===== config.mk =====
export PLATFORM = sky130hd
export DESIGN_NAME = multi_policy_process_scheduler
export DESIGN_NICKNAME = d
export VERILOG_FILES = /design/src/hw/rtl/mps_pkg.sv /design/src/hw/rtl/multi_policy_process_scheduler.sv /design/src/hw/rtl/mps_datapath.sv /design/src/hw/rtl/mps_ctrl.sv
export VERILOG_INCLUDE_DIRS = /design/src /design/src/hw/rtl
export SDC_FILE = /design/constraint.sdc
export NUM_CORES = 1
export LEC_CHECK = 0
export ABC_AREA = 1
export CAP_MARGIN = 15
export CORE_ASPECT_RATIO = 0.8
export CORE_MARGIN = 2
export CORE_UTILIZATION = 46
export DETAILED_ROUTE_END_ITERATION = 7
export DONT_BUFFER_PORTS = 1
export SLEW_MARGIN = 10
export SYNTH_ARGS = -nofsm -noshare
export SYNTH_HDL_FRONTEND = slang
export SYNTH_HIERARCHICAL = 1
export SYNTH_SLANG_ARGS = --single-unit

===== constraint.sdc =====
create_clock -name clk -period 15.9 [get_ports clk]
set_input_delay 0 -clock clk [delete_from_list [all_inputs] [get_ports clk]]
set_output_delay 0 -clock clk [all_outputs]
set_load 0.03 [all_outputs]

===== src/hw/rtl/multi_policy_process_scheduler_defines.svh =====
// Assertion macros used by the scheduler controller.
// Included by modules that carry concurrent assertions.
`ifndef MULTI_POLICY_PROCESS_SCHEDULER_DEFINES_SVH
`define MULTI_POLICY_PROCESS_SCHEDULER_DEFINES_SVH

// Implication checked on every rising clock edge, off during reset.
`define MPS_ASSERT_IMP(label, clk, rst, a, c) \
  label: assert property (@(posedge clk) disable iff (rst) (a) |-> (c)) \
    else $error("assertion failed");

// Next-cycle implication, off during reset.
`define MPS_ASSERT_NEXT(label, clk, rst, a, c) \
  label: assert property (@(posedge clk) disable iff (rst) (a) |=> (c)) \
    else $error("assertion failed");

`endif


===== src/hw/rtl/mps_pkg.sv =====
// Shared types and constants of the scheduler.
// No dependencies.
`timescale 1ns / 1ps
`default_nettype none
package mps_pkg;
  localparam int QUEUE_DEPTH = 16;
  localparam int IW = $clog2(QUEUE_DEPTH);
  localparam int CW = $clog2(QUEUE_DEPTH + 1);

  localparam logic [1:0] POL_FIFO = 2'd0;
  localparam logic [1:0] POL_SJF  = 2'd1;
  localparam logic [1:0] POL_RR   = 2'd2;
  localparam logic [1:0] POL_EDF  = 2'd3;

  localparam logic [1:0] PH_IDLE = 2'd0;
  localparam logic [1:0] PH_RUN  = 2'd1;
  localparam logic [1:0] PH_OVH  = 2'd2;
  localparam logic [1:0] PH_DONE = 2'd3;

  localparam logic [1:0] REP_RUN  = 2'd1;
  localparam logic [1:0] REP_DONE = 2'd2;

  localparam logic CMD_ENQ = 1'b1;

  // datapath operations
  localparam logic [2:0] OP_NONE   = 3'd0;
  localparam logic [2:0] OP_PUSH   = 3'd1; // write tail
  localparam logic [2:0] OP_SHIFT  = 3'd2; // move entry idx to idx-1
  localparam logic [2:0] OP_SCAN   = 3'd3; // compare entry idx with best
  localparam logic [2:0] OP_SWAPA  = 3'd4; // latch head, write best to head
  localparam logic [2:0] OP_SWAPB  = 3'd5; // write saved head to best
  localparam logic [2:0] OP_SAVE   = 3'd6; // latch head into hold
  localparam logic [2:0] OP_PUTTL  = 3'd7; // write hold to idx

  typedef struct packed {
    logic [2:0] op;
    logic       edf;      // scan key is deadline
    logic       rd;       // issue read of idx
    logic       scan_init;
  } dp_cmd_t;
endpackage
`default_nettype wire


===== src/hw/rtl/multi_policy_process_scheduler.sv =====
// Top level of the multi-policy job scheduler: APB registers, controller, datapath.
// Depends on mps_pkg, mps_ctrl and mps_datapath.
//
//   channel   handshake           payload
//   command   start / busy        command, job_id, job_duration, job_deadline, head_report
//   result    done (one cycle)    accepted, finished_*, head_*, queue_count
//   config    APB psel/penable    policy, quantum, overhead
//
// An enqueue is answered from S_OUT; a tick passes S_DEC first if the queue
// holds entries. A retire or rotate shifts each entry by a read and a write,
// a rotation writes the hold to the tail, a scan reads and compares each entry
// and picks the minimum, and a swap exchanges the picked entry with the head.
// Reset is synchronous; it empties the queue and loads register defaults.
// Results show for one cycle on done; the receiver cannot stall.
`timescale 1ns / 1ps
`default_nettype none
module multi_policy_process_scheduler (
  input  wire logic        clk,
  input  wire logic        rst,
  input  wire logic        start,
  output logic             busy,
  input  wire logic        command,
  input  wire logic [7:0]  job_id,
  input  wire logic [15:0] job_duration,
  input  wire logic [15:0] job_deadline,
  input  wire logic [1:0]  head_report,
  output logic             done,
  output logic             accepted,
  output logic             finished_valid,
  output logic [7:0]       finished_id,
  output logic             head_valid,
  output logic [7:0]       head_id,
  output logic [1:0]       head_phase,
  output logic [4:0]       queue_count,
  input  wire logic        psel,
  input  wire logic        penable,
  input  wire logic        pwrite,
  input  wire logic [3:0]  paddr,
  input  wire logic [31:0] pwdata,
  output logic [31:0]      prdata,
  output logic             pready
);
  localparam logic [1:0] REG_POLICY = 2'd0;
  localparam logic [1:0] REG_QUANTUM = 2'd1;
  localparam logic [1:0] REG_OVERHEAD = 2'd2;

  logic [1:0] policy;
  logic [7:0] quantum, overhead;
  logic       wr;
  logic       pol_we;
  mps_pkg::dp_cmd_t cmd;
  logic [mps_pkg::IW-1:0] idx, best;
  logic [7:0] mem_head;
  mps_pkg::dp_cmd_t dcmd;
  logic [mps_pkg::IW-1:0] didx;

  assign pready = 1'b1;
  assign wr = psel && penable && pwrite;
  assign pol_we = wr && paddr[3:2] == REG_POLICY;

  always_ff @(posedge clk) begin
    if (rst) begin
      policy <= mps_pkg::POL_FIFO;
      quantum <= 8'd2;
      overhead <= 8'd1;
    end else if (wr) begin
      unique case (paddr[3:2])
        REG_POLICY:   policy <= pwdata[1:0];
        REG_QUANTUM:  quantum <= pwdata[7:0];
        REG_OVERHEAD: overhead <= pwdata[7:0];
        default: ;
      endcase
    end
  end

  always_comb begin
    unique case (paddr[3:2])
      REG_POLICY:   prdata = {30'd0, policy};
      REG_QUANTUM:  prdata = {24'd0, quantum};
      REG_OVERHEAD: prdata = {24'd0, overhead};
      default:      prdata = 32'd0;
    endcase
  end

  // swap read of best entry happens in the same slot as the wait state
  always_comb begin
    dcmd = cmd;
    didx = idx;
    if (cmd.op == mps_pkg::OP_NONE && !cmd.rd && busy && best != '0) begin
      dcmd.rd = 1'b1;
      didx = best;
    end
  end

  mps_ctrl u_ctrl (
    .clk, .rst, .start, .command, .head_report,
    .cfg_pol_we(pol_we), .policy, .quantum, .overhead,
    .best, .head_id(mem_head),
    .cmd, .idx, .busy, .done, .accepted, .finished_valid, .finished_id,
    .head_valid, .head_id_o(head_id), .head_phase, .queue_count
  );

  mps_datapath u_dp (
    .clk, .cmd(dcmd), .idx(didx), .in_id(job_id), .in_dur(job_duration),
    .in_dl(job_deadline), .best, .head_id(mem_head)
  );
endmodule
`default_nettype wire


===== src/hw/rtl/mps_datapath.sv =====
// Queue memory, hold register and minimum-search unit of the scheduler.
// Depends on mps_pkg.
`timescale 1ns / 1ps
`default_nettype none
module mps_datapath (
  input  wire logic                   clk,
  input  wire mps_pkg::dp_cmd_t       cmd,
  input  wire logic [mps_pkg::IW-1:0] idx,
  input  wire logic [7:0]             in_id,
  input  wire logic [15:0]            in_dur,
  input  wire logic [15:0]            in_dl,
  output logic [mps_pkg::IW-1:0]      best,
  output logic [7:0]                  head_id
);
  localparam int IW = mps_pkg::IW;

  logic [7:0]  mem_id [mps_pkg::QUEUE_DEPTH];
  logic [15:0] mem_du [mps_pkg::QUEUE_DEPTH];
  logic [15:0] mem_dl [mps_pkg::QUEUE_DEPTH];
  logic [7:0]  r_id;
  logic [15:0] r_du, r_dl;
  logic [IW-1:0] r_idx;
  logic [7:0]  h_id;
  logic [15:0] h_du, h_dl;
  logic [7:0]  b_id;
  logic [15:0] b_key;
  logic [15:0] r_key;
  logic        better;
  logic [IW-1:0] wa;
  logic        we;
  logic [7:0]  w_id;
  logic [15:0] w_du, w_dl;

  assign r_key = cmd.edf ? r_dl : r_du;
  assign better = cmd.edf ? ((r_key < b_key) || (r_key == b_key && r_id < b_id))
                          : (r_key < b_key);

  always_comb begin
    we = 1'b0;
    wa = idx;
    w_id = r_id;
    w_du = r_du;
    w_dl = r_dl;
    unique case (cmd.op) inside
      mps_pkg::OP_PUSH: begin
        we = 1'b1; w_id = in_id; w_du = in_dur; w_dl = in_dl;
      end
      mps_pkg::OP_SHIFT: begin
        we = 1'b1; wa = r_idx - IW'(1);
      end
      mps_pkg::OP_SWAPA: begin
        we = 1'b1; wa = '0;
      end
      mps_pkg::OP_SWAPB, mps_pkg::OP_PUTTL: begin
        we = 1'b1; w_id = h_id; w_du = h_du; w_dl = h_dl;
      end
      default: we = 1'b0;
    endcase
  end

  always_ff @(posedge clk) begin
    if (we) begin
      mem_id[wa] <= w_id;
      mem_du[wa] <= w_du;
      mem_dl[wa] <= w_dl;
    end
    if (cmd.rd) begin
      r_id <= mem_id[idx];
      r_du <= mem_du[idx];
      r_dl <= mem_dl[idx];
      r_idx <= idx;
    end
    if (cmd.op == mps_pkg::OP_SAVE || cmd.op == mps_pkg::OP_SWAPA) begin
      h_id <= head_id;
      h_du <= mem_du[0];
      h_dl <= mem_dl[0];
    end
    if (cmd.scan_init) begin
      best <= r_idx; b_id <= r_id; b_key <= r_key;
    end else if (cmd.op == mps_pkg::OP_SCAN && better) begin
      best <= r_idx; b_id <= r_id; b_key <= r_key;
    end
  end

  assign head_id = mem_id[0];
endmodule
`default_nettype wire


===== src/hw/rtl/mps_ctrl.sv =====
// Controller state machine of the scheduler: policy decisions and sequencing.
// Depends on mps_pkg and the assertion macro header.
`timescale 1ns / 1ps
`default_nettype none
`include "multi_policy_process_scheduler_defines.svh"
module mps_ctrl (
  input  wire logic                   clk,
  input  wire logic                   rst,
  input  wire logic                   start,
  input  wire logic                   command,
  input  wire logic [1:0]             head_report,
  input  wire logic                   cfg_pol_we,
  input  wire logic [1:0]             policy,
  input  wire logic [7:0]             quantum,
  input  wire logic [7:0]             overhead,
  input  wire logic [mps_pkg::IW-1:0] best,
  input  wire logic [7:0]             head_id,
  output mps_pkg::dp_cmd_t            cmd,
  output logic [mps_pkg::IW-1:0]      idx,
  output logic                        busy,
  output logic                        done,
  output logic                        accepted,
  output logic                        finished_valid,
  output logic [7:0]                  finished_id,
  output logic                        head_valid,
  output logic [7:0]                  head_id_o,
  output logic [1:0]                  head_phase,
  output logic [4:0]                  queue_count
);
  localparam int QUEUE_DEPTH = mps_pkg::QUEUE_DEPTH;
  localparam int IW = mps_pkg::IW;
  localparam int CW = mps_pkg::CW;

  localparam logic [3:0] S_IDLE   = 4'd0;
  localparam logic [3:0] S_DEC    = 4'd1;
  localparam logic [3:0] S_SHRD   = 4'd2;  // read entry for shift
  localparam logic [3:0] S_SHWR   = 4'd3;  // write shifted entry
  localparam logic [3:0] S_TAIL   = 4'd4;  // rotate: put hold at tail
  localparam logic [3:0] S_SCRD   = 4'd5;
  localparam logic [3:0] S_SCCMP  = 4'd6;
  localparam logic [3:0] S_SWA    = 4'd7;
  localparam logic [3:0] S_SWB    = 4'd8;
  localparam logic [3:0] S_SWRD   = 4'd9;
  localparam logic [3:0] S_OUT    = 4'd10;

  logic [3:0]    state, state_next;
  logic [CW-1:0] count;
  logic [1:0]    hst;
  logic [7:0]    slice_left, switch_left;
  logic [CW-1:0] ptr;
  logic          rot;       // shift is a rotation
  logic          post_scan; // after retire, run a scan
  logic          scan_edf;
  logic          acc_r, fin_v;
  logic [7:0]    fin_id;
  logic          out_r;
  logic [1:0]    hst_eff;
  logic [7:0]    reload;

  assign reload = quantum - 8'd1;
  assign busy = (state != S_IDLE);
  assign done = out_r;
  assign accepted = acc_r;
  assign finished_valid = fin_v;
  assign finished_id = fin_v ? fin_id : 8'd0;
  assign head_valid = (count != '0);
  assign head_id_o = (count != '0) ? head_id : 8'd0;
  assign head_phase = (count != '0) ? hst : mps_pkg::PH_IDLE;
  assign queue_count = 5'(count);
  assign idx = (state == S_IDLE) ? count[IW-1:0] : ptr[IW-1:0];

  always_comb begin
    hst_eff = hst;
    if (head_report == mps_pkg::REP_RUN) hst_eff = mps_pkg::PH_RUN;
    else if (head_report == mps_pkg::REP_DONE) hst_eff = mps_pkg::PH_DONE;
  end

  always_comb begin
    cmd = '0;
    cmd.edf = scan_edf;
    unique case (state)
      S_SHRD: cmd.rd = 1'b1;
      S_SHWR: cmd.op = mps_pkg::OP_SHIFT;
      S_TAIL: cmd.op = mps_pkg::OP_PUTTL;
      S_SCRD: cmd.rd = 1'b1;
      S_SCCMP: begin
        cmd.op = mps_pkg::OP_SCAN;
        cmd.scan_init = (ptr == '0);
      end
      S_SWA: cmd.op = mps_pkg::OP_SWAPA;
      S_SWB: cmd.op = mps_pkg::OP_SWAPB;
      default: cmd.op = mps_pkg::OP_NONE;
    endcase
    if (state == S_IDLE && start && command == mps_pkg::CMD_ENQ
        && count != CW'(QUEUE_DEPTH))
      cmd.op = mps_pkg::OP_PUSH;
    if (state == S_DEC) cmd.op = mps_pkg::OP_SAVE;
  end

  always_ff @(posedge clk) begin
    if (rst) begin
      state <= S_IDLE;
      count <= '0;
      hst <= mps_pkg::PH_IDLE;
      slice_left <= '0;
      switch_left <= '0;
      out_r <= 1'b0;
      ptr <= '0;
      rot <= 1'b0;
      post_scan <= 1'b0;
      scan_edf <= 1'b0;
      acc_r <= 1'b0;
      fin_v <= 1'b0;
      fin_id <= '0;
    end else begin
      out_r <= 1'b0;
      if (cfg_pol_we) begin
        slice_left <= '0;
        switch_left <= '0;
        hst <= mps_pkg::PH_IDLE;
      end
      unique case (state)
        S_IDLE: begin
          if (start) begin
            acc_r <= 1'b1;
            fin_v <= 1'b0;
            post_scan <= 1'b0;
            if (command == mps_pkg::CMD_ENQ) begin
              if (count != CW'(QUEUE_DEPTH)) begin
                count <= count + CW'(1);
                ptr <= count;
              end else acc_r <= 1'b0;
              state <= S_OUT;
            end else if (count == '0) begin
              state <= S_OUT;
            end else begin
              hst <= hst_eff;
              state <= S_DEC;
            end
          end
        end
        S_DEC: begin
          state <= S_OUT;
          scan_edf <= (policy == mps_pkg::POL_EDF);
          rot <= 1'b0;
          ptr <= CW'(1);
          if (policy == mps_pkg::POL_FIFO || policy == mps_pkg::POL_SJF) begin
            if (hst == mps_pkg::PH_DONE) begin
              fin_v <= 1'b1; fin_id <= head_id;
              hst <= mps_pkg::PH_IDLE;
              post_scan <= (policy == mps_pkg::POL_SJF);
              state <= S_SHRD;
            end else if (policy == mps_pkg::POL_SJF && hst == mps_pkg::PH_IDLE
                         && count > CW'(1)) begin
              ptr <= '0; state <= S_SCRD;
            end
          end else if (hst == mps_pkg::PH_DONE) begin
            fin_v <= 1'b1; fin_id <= head_id;
            hst <= mps_pkg::PH_IDLE;
            post_scan <= (policy == mps_pkg::POL_EDF);
            slice_left <= (count > CW'(1)) ? reload : 8'd0;
            state <= S_SHRD;
          end else if (slice_left != 8'd0) begin
            slice_left <= slice_left - 8'd1;
          end else if (hst == mps_pkg::PH_IDLE) begin
            slice_left <= reload;
            if (policy == mps_pkg::POL_EDF && count > CW'(1)) begin
              ptr <= '0; state <= S_SCRD;
            end
          end else if (hst == mps_pkg::PH_RUN) begin
            hst <= mps_pkg::PH_OVH;
            switch_left <= overhead - 8'd1;
          end else if (switch_left != 8'd0) begin
            switch_left <= switch_left - 8'd1;
          end else begin
            hst <= mps_pkg::PH_IDLE;
            slice_left <= reload;
            if (count > CW'(1)) begin
              if (policy == mps_pkg::POL_EDF) begin
                ptr <= '0; state <= S_SCRD;
              end else begin
                rot <= 1'b1; state <= S_SHRD;
              end
            end
          end
        end
        S_SHRD: begin
          if (ptr == count) begin
            if (rot) begin
              ptr <= count - CW'(1); state <= S_TAIL;
            end else begin
              count <= count - CW'(1);
              if (post_scan && count > CW'(2)) begin
                ptr <= '0; state <= S_SCRD;
              end else state <= S_OUT;
            end
          end else state <= S_SHWR;
        end
        S_SHWR: begin
          ptr <= ptr + CW'(1);
          state <= S_SHRD;
        end
        S_TAIL: state <= S_OUT;
        S_SCRD: state <= S_SCCMP;
        S_SCCMP: begin
          if (ptr == count - CW'(1)) state <= S_SWRD;
          else begin
            ptr <= ptr + CW'(1); state <= S_SCRD;
          end
        end
        S_SWRD: begin
          if (best == '0) state <= S_OUT;
          else begin
            ptr <= CW'(best); state <= S_SWA;
          end
        end
        S_SWA: state <= S_SWB;
        S_SWB: state <= S_OUT;
        S_OUT: begin
          out_r <= 1'b1;
          state <= S_IDLE;
        end
        default: state <= S_IDLE;
      endcase
    end
  end

  // S_SWA needs the entry at best in the read register: the data path swap writes it to the head
  // the read is issued during S_SWRD by the top level, which steers idx to best
  `MPS_ASSERT_IMP(a_cnt_range, clk, rst, 1'b1, count <= CW'(QUEUE_DEPTH))
  `MPS_ASSERT_NEXT(a_done_pulse, clk, rst, out_r, !out_r)
  `MPS_ASSERT_NEXT(a_out_idle, clk, rst, state == S_OUT, state == S_IDLE && out_r)
  `MPS_ASSERT_IMP(a_fin_tick, clk, rst, out_r && fin_v, acc_r)
endmodule
`default_nettype wire

* After elaboration in Yosys (flattened, before gate mapping)
Memory sizes are Yosys's and may differ from the RTL's. A register that Yosys moved wholly into a read port is not among the register bits.
Cells that the tools add are included.
** Storage, ports and cells
- Bits in registers :: 104
- Memory bits (writable) :: 640
- Input bits :: 85
- Output and inout bits :: 61
- Memories :: 3
** Memory list
- u_dp.mem_dl :: depth 16, width 16, rd ports 2, clocked after memory_dff 2, wr ports 1, RTL line mps_datapath.sv:19 : logic [15:0] mem_dl [mps_pkg::QUEUE_DEPTH];
- u_dp.mem_du :: depth 16, width 16, rd ports 2, clocked after memory_dff 2, wr ports 1, RTL line mps_datapath.sv:18 : logic [15:0] mem_du [mps_pkg::QUEUE_DEPTH];
- u_dp.mem_id :: depth 16, width 8, rd ports 2, clocked after memory_dff 1, wr ports 1, RTL line mps_datapath.sv:17 : logic [7:0] mem_id [mps_pkg::QUEUE_DEPTH];
** Operators by class
- Add/subtract/negate cells :: 8
- Order comparisons :: 4
- Eq/ne operators :: 39
- Muxes and demuxes :: 122
- Reductions and logical operators :: 48
** Operator list (count)
- 8-bit two-way mux :: 21
- 5-bit two-way mux :: 21
- 4-bit two-way mux :: 22
- 16-bit case mux with 2 select lines :: 2
- 16-bit two-way mux :: 3
- 4-bit case mux with 9 select lines :: 1
- 8-bit by 1-bit subtractor with 8-bit output (second input constant) :: 4
- 5-bit case mux with 6 select lines :: 1
- 2-bit two-way mux :: 14
- 1-bit two-way mux :: 26
- 8-bit case mux with 3 select lines :: 1
- 16-bit equality test :: 1
- 4-bit by 3-bit equality test with 1-bit output (second input constant) :: 4
- 16-bit less-than comparator :: 1
- 8-bit case mux with 2 select lines :: 1
- 8-bit nonzero test :: 2
- 1-bit logical AND :: 15
- 3-bit case mux with 5 select lines :: 1
- 2-bit != test (second input constant) :: 7
- 3-bit equality test (second input constant) :: 4
- 4-bit equality test (second input constant) :: 3
- 5-bit by 1-bit adder with 5-bit output (second input constant) :: 2
- 5-bit equality test :: 2
- 5-bit zero test :: 2
- other kinds (35) :: 60

* Logic depth before layout (Yosys ltp)
Gate-level depths: netlist (run 1).
- Word-level depth :: 12
- Mapped depth :: 21
- Gate-level depth less buffers :: 18

* By module
The synthesis (run 1) kept the hierarchy.
** Modules (own cells, without submodules)
- mps_datapath :: times used 1, cells an instance 2211, area each 29774.8 µm², seq. area each 22581.7 µm²
- mps_ctrl :: times used 1, cells an instance 660, area each 3958.8 µm², seq. area each 920.9 µm²
- multi_policy_process_scheduler :: times used 1, cells an instance 180, area each 1161.1 µm², seq. area each 360.3 µm²

* Worst setup path after synthesis (run 1)
Ideal clock, no wire load.
- Path type :: reg-to-reg
- Start point :: register u_ctrl.count[1], in the netlist u_ctrl/queue_count[1]
- End point :: memory u_dp.mem_dl[14][0] (enable)
- Setup time :: 0.437 ns
- Data arrival time :: 5.392 ns
- Required time :: 15.463 ns
- Slack :: 10.071 ns
- Cell stages (with the launch flop) :: 13
- Period minus slack after synthesis :: 5.829 ns
- Cells stage by stage :: dfxtp_1 > inv_1 > ha_1 > nand2_1 > nor2_1 > o311ai_0 > nor2_1 > nand2_1 > nand2_1 > o22ai_1 > nor2_1 > nand2_1 > nor2_1
** RTL lines
- start, declared :: RTL line mps_ctrl.sv:47 : logic [CW-1:0] count;
- start signal, assigned :: RTL line mps_ctrl.sv:130 : count <= count + CW'(1);
- start signal, assigned :: RTL line mps_ctrl.sv:192 : count <= count - CW'(1);
- end, declared :: RTL line mps_datapath.sv:19

==> results of run 1 <==
-- per-stage QoR --
| stage | worst slack (ns) | total power (W) | hold WS [ns] | cell area [um^2] |
|---|---|---|---|---|
| 2_1_floorplan | 10.07 | 0.006329 | 0.07299 | 34980 |
| 3_3_place_gp | 9.742 | 0.007574 | 0.07415 | 35800 |
| 3_5_place_dp | 9.736 | 0.007709 | 0.07529 | 35800 |
| 4_1_cts | 9.681 | 0.009530 | 0.009032 | 38610 |
| 5_1_grt | 9.326 | 0.01010 | 0.07742 | 38670 |
| 6_report | 9.652 | 0.009539 | 0.05798 | 38670 |
-- path summary, 6_finish.rpt --
path,start,cells past startpoint,to,slack [ns]
setup / recovery,u_ctrl/queue_count[1]$_SDFFE_PP0P_,17,u_dp/mem_du[3][12]$_DFFE_PP_,9.65
hold / removal,job_id[0],2,u_dp/mem_id[1][0]$_DFFE_PP_,0.06
setup reg to reg,u_ctrl/queue_count[1]$_SDFFE_PP0P_,17,u_dp/mem_du[3][12]$_DFFE_PP_,9.65
hold reg to reg,u_dp/mem_du[0][6]$_DFFE_PP_,0,u_dp/h_du[6]$_DFFE_PP_,0.45
-- per-layer routing --
layer | track usage (%) | wire [um] | vias up
li1 | - | - | 10890
met3 | 4.463 | 8466 | 164
met1 | 36.20 | 42360 | 11660
met4 | 6.923 | 2497 | 0
met2 | 36.47 | 42850 | 1077
met5 | 0 | 0 | -
-- power groups by stage --
stage | sequential, W | combinational (W) | clock, W
after detailed placement | 0.00371 | 0.00400 | 0
after CTS | 0.00367 | 0.00403 | 0.00184
after global placement | 0.00370 | 0.00388 | 0
after floorplan | 0.00363 | 0.00270 | 0
after global routing | 0.00371 | 0.00447 | 0.00192
final | 0.00367 | 0.00406 | 0.00180
-- registers in the layout (all words and copies together), names as in the netlist, 5 cells and up --
| register | count |
|---|---|
| u_dp/mem_du | 256 |
| u_ctrl/slice_left | 8 |
| u_ctrl/queue_count | 5 |
| overhead | 8 |
| u_dp/b_id | 8 |
| u_ctrl/ptr | 5 |
| u_dp/mem_dl | 256 |
| quantum | 8 |
| u_dp/r_du | 16 |
| u_dp/h_dl | 16 |
| u_ctrl/fin_id | 8 |
| u_dp/b_key | 16 |
| u_dp/h_du | 16 |
| u_dp/r_id | 8 |
| u_ctrl/switch_left | 8 |
| u_dp/r_dl | 16 |
| u_dp/h_id | 8 |
| u_dp/mem_id | 128 |
-- worst max-delay path: cells and delay by family (launching register included) --
| family | cells | cell delay, ns |
|---|---|---|
| and+or+nand+nor | 9 | 2.42 |
| DFF | 1 | 0.72 |
| adders and majority gates | 1 | 0.28 |
| AOI/OAI and AO/OA | 2 | 0.85 |
| buffers and inverters | 5 | 1.53 |
-- cells in the mapped netlist, types with 4 or more instances --
| cell type | number |
|---|---|
| ha_1 | 35 |
| buf_2 | 60 |
| o22ai_1 | 37 |
| nand2_2 | 7 |
| nand2_1 | 414 |
| dfxtp_1 | 64 |
| nand3_1 | 123 |
| xnor2_1 | 8 |
| nor2_4 | 4 |
| nand4_1 | 7 |
| buf_6 | 6 |
| nor3_1 | 12 |
| nor2_1 | 512 |
| a22o_1 | 6 |
| o211ai_1 | 87 |
| inv_2 | 14 |
| a22oi_1 | 7 |
| o21ai_1 | 99 |
| a21oi_1 | 51 |
| nor2_2 | 6 |
| xor2_1 | 19 |
| o21ai_0 | 300 |
| o221ai_1 | 92 |
| buf_4 | 28 |
| inv_1 | 164 |
| clkbuf_1 | 95 |
| edfxtp_1 | 752 |
-- logic make-up (layout without fill, tap and decap cells) --
kind of cell | Yosys count | count (layout) | synth area share [%]
other cells | 2 | 26 | 0.02152
compound gates | 694 | 694 | 11.98
simple gates | 1104 | 1104 | 13.01
flops | 816 | 816 | 68.39
fa+ha+maj | 35 | 35 | 1.255
buf+inv | 373 | 406 | 4.669
xor+xnor | 27 | 27 | 0.6777
-- layout make-up --
class | count | area share (%)
diodes | 1 | 0.006471
clock buffers | 105 | 5.662
clock inverters | 36 | 0.6892
inverters | 182 | 1.802
multi-input cells | 1885 | 24.94
flip-flops and latches | 816 | 61.71
well taps | 1012 | 3.274
repair buffers | 83 | 1.915
==> flow_metrics.env, run 1 <==
export IMPL_min_path_type="input pin to flop"
export IMPL_grt_use_total_pct=24.28
export IMPL_io_pins=146
export IMPL_drt_iter0_drc=2754
export IMPL_multiInputGateArea_um2=9644
export IMPL_ys_flop_type="edfxtp_1"
export IMPL_clk_latency_ns=0.63
export IMPL_cts_tree="yes"
export IMPL_cts_resized=0
export IMPL_final_hold_violation_count=0
export IMPL_combPwrFrac_pct=42.6
export IMPL_grt_first_pass_wirelength_mm=142.0
export IMPL_numClockSinks=816
export IMPL_viasPerCell=5.775
export IMPL_powerDensity_nw_per_um2=246.7
export IMPL_worst_slew_pin_slew_ns=1.183
export IMPL_setup_viol=0
export IMPL_crit_arrival_ns=6.51
export IMPL_crit_type="flop to flop"
export IMPL_fill_cells=6562
export IMPL_cts_buffers=81
export IMPL_relSlewSlack_pct=21.15
export IMPL_cp_max_fo=61
export IMPL_first_pass_iters=6
export IMPL_rsz0062_at_grt="no"
export IMPL_port_buffer_count=0
export IMPL_final_common_cell="edfxtp_1"
export IMPL_utilization_pct=51.41
export IMPL_die_w_um=311.9
export IMPL_p_int_w=0.005463
export IMPL_worst_path_most_repeated_cell="nand2_1"
export IMPL_root_buffer="clkbuf_16"
export IMPL_die_area_um2=78090
export IMPL_dp_hpwl_mm=51.89
export IMPL_clockBufferDepth=3
export IMPL_syn_inst=3051
export IMPL_leakage_nw=13.36
export IMPL_die_height_um=250.3
export IMPL_dr_total_vias=23790
export IMPL_post_cts_buffers=0
export IMPL_antenna_left=0
export IMPL_yosys_top_cells_area="edfxtp_1 (65%), nor2_1 (5.5%), nand2_1 (4.5%)"
export IMPL_outcome="finished clean"
export IMPL_wire_per_inst_um=23.34
export IMPL_syn_to_final_growth_pct=10.82
export IMPL_crit_chain="inv_1 -> ha_1 -> nand2_1 -> nor2_1 -> o311ai_0 -> buf_4 -> inv_1 -> nand2_1 -> nor2_1 -> nand3_1 -> nand2_1 -> nand2_4 -> inv_4 -> o22ai_1 -> nand3_1 -> nor2_4 -> buf_4"
export IMPL_synth_area_um2=34890
export IMPL_synth_edf_count=752
export IMPL_yosys_area_top_type_share_pct=64.71
export IMPL_antenna_found_initial=2
export IMPL_routed_wl_mm=96.17
export IMPL_instances_no_fill=4120
export IMPL_ys_ff_latch=816
export IMPL_grt_ovfl_total=0
export IMPL_synthDistinctLibCells=52
export IMPL_fp_row_count=90
export IMPL_start_kind="flop"
export IMPL_ys_warnings_count=6
export IMPL_fmax_mhz=160.0
export IMPL_grt_pass1_vias=22410
export IMPL_async_flop_share_pct=0
export IMPL_ir_worst_vdd_mv=0.2303
export IMPL_min_period_ns=6.248
export IMPL_clock_skew_ns=0.01915
export IMPL_fin_tns_setup_ns=0
export IMPL_critPathRequiredTime_ns=16.16
export IMPL_start_util_pct=46.39
export IMPL_maxSlewViolCount=0
export IMPL_core_area_um2=75220
export IMPL_grt_max_degree=228
export IMPL_seq_area_um2=23860
export IMPL_max_stage_delay_ns=0.92
export IMPL_switching_power_w=0.004076
export IMPL_drive_gt1_share_pct=7.467
export IMPL_routabilityCongestion=0.9137
export IMPL_timing_final_crit_share_pct=39.30
export IMPL_htreeDepth=3
export IMPL_drc=0
export IMPL_synth_top_cell_by_area="edfxtp_1"
export IMPL_clk_pin_slew_worst_paths_ns=0.06
export IMPL_syn_area_per_cell_um2=11.44
export IMPL_seq_area_frac_synth_pct=68.39
export IMPL_hold_buffers=35
export IMPL_seqPwrFrac_pct=38.5
export IMPL_pwr_share_clk_pct=18.9
export IMPL_layout_common_cells="edfxtp_1 (752), nor2_1 (495), nand2_1 (409), o21ai_0 (300), inv_1 (161)"
export IMPL_placedCellCount=3937
export IMPL_maxCapViolations=0
export IMPL_crit_path_top_delay_cell="nor2_4"
export IMPL_switching_share_pct=42.73
export IMPL_fin_nets=3169
export IMPL_end_kind="flop"
Note: power is estimated with default switching activity, not from simulation.
==> inputs of run 2 (changes only) <==
- clock period: 15.9 -> 5.2 ns (I/O delays scaled with it)
==> run 2 against run 1 <==
Critical path depth is the same; cell count rose by 0.90%; critical path type unchanged; sequential power grew to 3.1 times the previous value; register-to-register slack got worse by 9.0 ns; fmax increased by 38%; first-iteration DRC count increased by 0.51%.
==> flow_metrics.env, run 2 (synthesized netlist as in run 1, its figures left out) <==
export IMPL_outcome="finished clean"
export IMPL_post_place_ws_ns=0.7369
export IMPL_post_cts_buffers=0
export IMPL_clk_latency_ns=0.65
export IMPL_io_pins=146
export IMPL_num_antenna_cells=0
export IMPL_reg_largest_list="u_dp/mem_dl (256), u_dp/mem_du (256), u_dp/mem_id (128)"
export IMPL_utilization_pct=52.05
export IMPL_drc=0
export IMPL_core_area_um2=75220
export IMPL_layout_common_cells="edfxtp_1 (752), nor2_1 (495), nand2_1 (409), o21ai_0 (300), inv_1 (161)"
export IMPL_grt_busiest_layer="met2"
export IMPL_use_met3_pct=3.792
export IMPL_leakage_nw=13.62
export IMPL_numClockSinks=816
export IMPL_min_path_type="input pin to flop"
export IMPL_die_height_um=250.3
export IMPL_cts_tree="yes"
export IMPL_crit_type="flop to flop"
export IMPL_fmax_mhz=221.6
export IMPL_grt_ovfl_total=0
export IMPL_grt_max_degree=203
export IMPL_antenna_found_initial=1
export IMPL_grt_first_pass_wirelength_mm=143.4
export IMPL_setup_viol=0
export IMPL_final_common_cell="edfxtp_1"
export IMPL_first_pass_iters=5
export IMPL_syn_to_final_growth_pct=12.21
export IMPL_critPathRequiredTime_ns=5.59
export IMPL_fp_row_count=90
export IMPL_worst_slew_pin_slew_ns=1.177
export IMPL_grtUsageMet2_pct=37.15
export IMPL_clk_pin_slew_worst_paths_ns=0.06
export IMPL_drive_gt1_share_pct=8.362
export IMPL_relSlewSlack_pct=21.17
export IMPL_fin_nets=3203
export IMPL_timing_final_crit_share_pct=86.79
export IMPL_maxCapViolations=0
export IMPL_port_buffer_count=0
export IMPL_grt_use_total_pct=24.33
export IMPL_end_kind="flop"
export IMPL_die_area_um2=78090
export IMPL_start_kind="flop"
export IMPL_clockBufferDepth=3
export IMPL_grt_pass1_vias=22850
export IMPL_ir_worst_vdd_mv=0.7808
export IMPL_start_util_pct=46.39
export IMPL_routed_wl_mm=95.89
export IMPL_viasPerCell=5.771
export IMPL_maxSlewViolCount=0
export IMPL_drt_iter0_drc=2768
export IMPL_min_period_ns=4.513
export IMPL_dp_hpwl_mm=52.78
export IMPL_dr_total_vias=23990
export IMPL_clock_skew_ns=0.01779
export IMPL_htreeDepth=3
export IMPL_rrSetupSlack_ns=0.69
export IMPL_cp_max_fo=62
export IMPL_antenna_left=0
export IMPL_powerDensity_nw_per_um2=753.9
export IMPL_routabilityCongestion=0.9182
export IMPL_wire_per_inst_um=23.07
export IMPL_fin_hold_ws_ns=0.03979
export IMPL_grtUsageMet1_pct=36.21
export IMPL_crit_arrival_ns=4.90
export IMPL_rsz0062_at_grt="no"
export IMPL_root_buffer="clkbuf_16"
export IMPL_die_w_um=311.9
export IMPL_final_hold_violation_count=0
export IMPL_cts_buffers=84
export IMPL_setup_ws_ns=0.6869
export IMPL_fill_cells=6560
export IMPL_fin_tns_setup_ns=0
-- run 2: path summary, 6_finish.rpt --
path | from | endpoint | cells after the start
hold reg to reg | u_dp/mem_dl[0][7]$_DFFE_PP_ | u_dp/h_dl[7]$_DFFE_PP_ | 0
hold / removal | job_deadline[7] | u_dp/mem_dl[9][7]$_DFFE_PP_ | 2
setup / recovery | u_ctrl/queue_count[0]$_SDFFE_PP0P_ | u_dp/r_id[7]$_DFFE_PP_ | 17
setup reg to reg | u_ctrl/queue_count[0]$_SDFFE_PP0P_ | u_dp/r_id[7]$_DFFE_PP_ | 17
-- run 2: worst max-delay path, cell delays in order (launching register included) --
cell	delay, ns
dfxtp_1	0.68
inv_2	0.07
ha_1	0.24
nand2_1	0.07
nor2_1	0.05
o311ai_0	0.32
buf_4	0.23
inv_1	0.05
nand2_1	0.07
nor2_1	0.04
nand3_1	0.16
nand2_1	0.12
nand2_4	0.08
buf_4	0.53
buf_4	0.87
o221ai_1	0.34
nand3_1	0.16
nand2_1	0.06
-- run 2: cell type report --
| type | instances | area (um^2) | share of cell area (%) |
|---|---|---|---|
| Clock buffer | 102 | 2255 | 5.758 |
| Sequential cell | 816 | 23860 | 60.94 |
| Timing Repair Buffer | 114 | 1126 | 2.876 |
| Multi-Input combinational cell | 1885 | 9644 | 24.63 |
| Tap cell | 1012 | 1266 | 3.234 |
| Inverter | 182 | 696.9 | 1.780 |
| Clock inverter | 46 | 305.3 | 0.7797 |
-- run 2: where the power goes --
| part | internal [W] | leakage (nW) | switching [W] |
|---|---|---|---|
| clock network | 0.00319 | 1.26 | 0.00251 |
| registers | 0.0106 | 7.35 | 0.000591 |
| logic | 0.00317 | 5.01 | 0.00945 |
-- run 2: per-layer routing --
| metal | vias to the layer above | wire [um] | share of wire, % |
|---|---|---|---|
| met5 | - | 0 | 0 |
| met4 | 0 | 2068 | 2.2 |
| met3 | 151 | 7456 | 7.8 |
| met2 | 982 | 42980 | 45 |
| met1 | 11910 | 43390 | 45 |
| li1 | 10950 | - | - |
-- run 2: stage by stage --
stage / cell area (um^2) / total power (W) / std cells
final: 39160 / 0.02952 / 4157
after global routing: 39160 / 0.03121 / 4157
after CTS: 39140 / 0.02953 / 4155
after detailed placement: 36140 / 0.02380 / 3964
after global placement: 36140 / 0.02341 / 3964
after floorplan: 34980 / 0.01935 / 3074
-- run 2: what timing repair did --
item,in CTS,in global routing
endpoints found under the hold margin,181,16
gates resized for setup,0,0
hold buffers,43,1
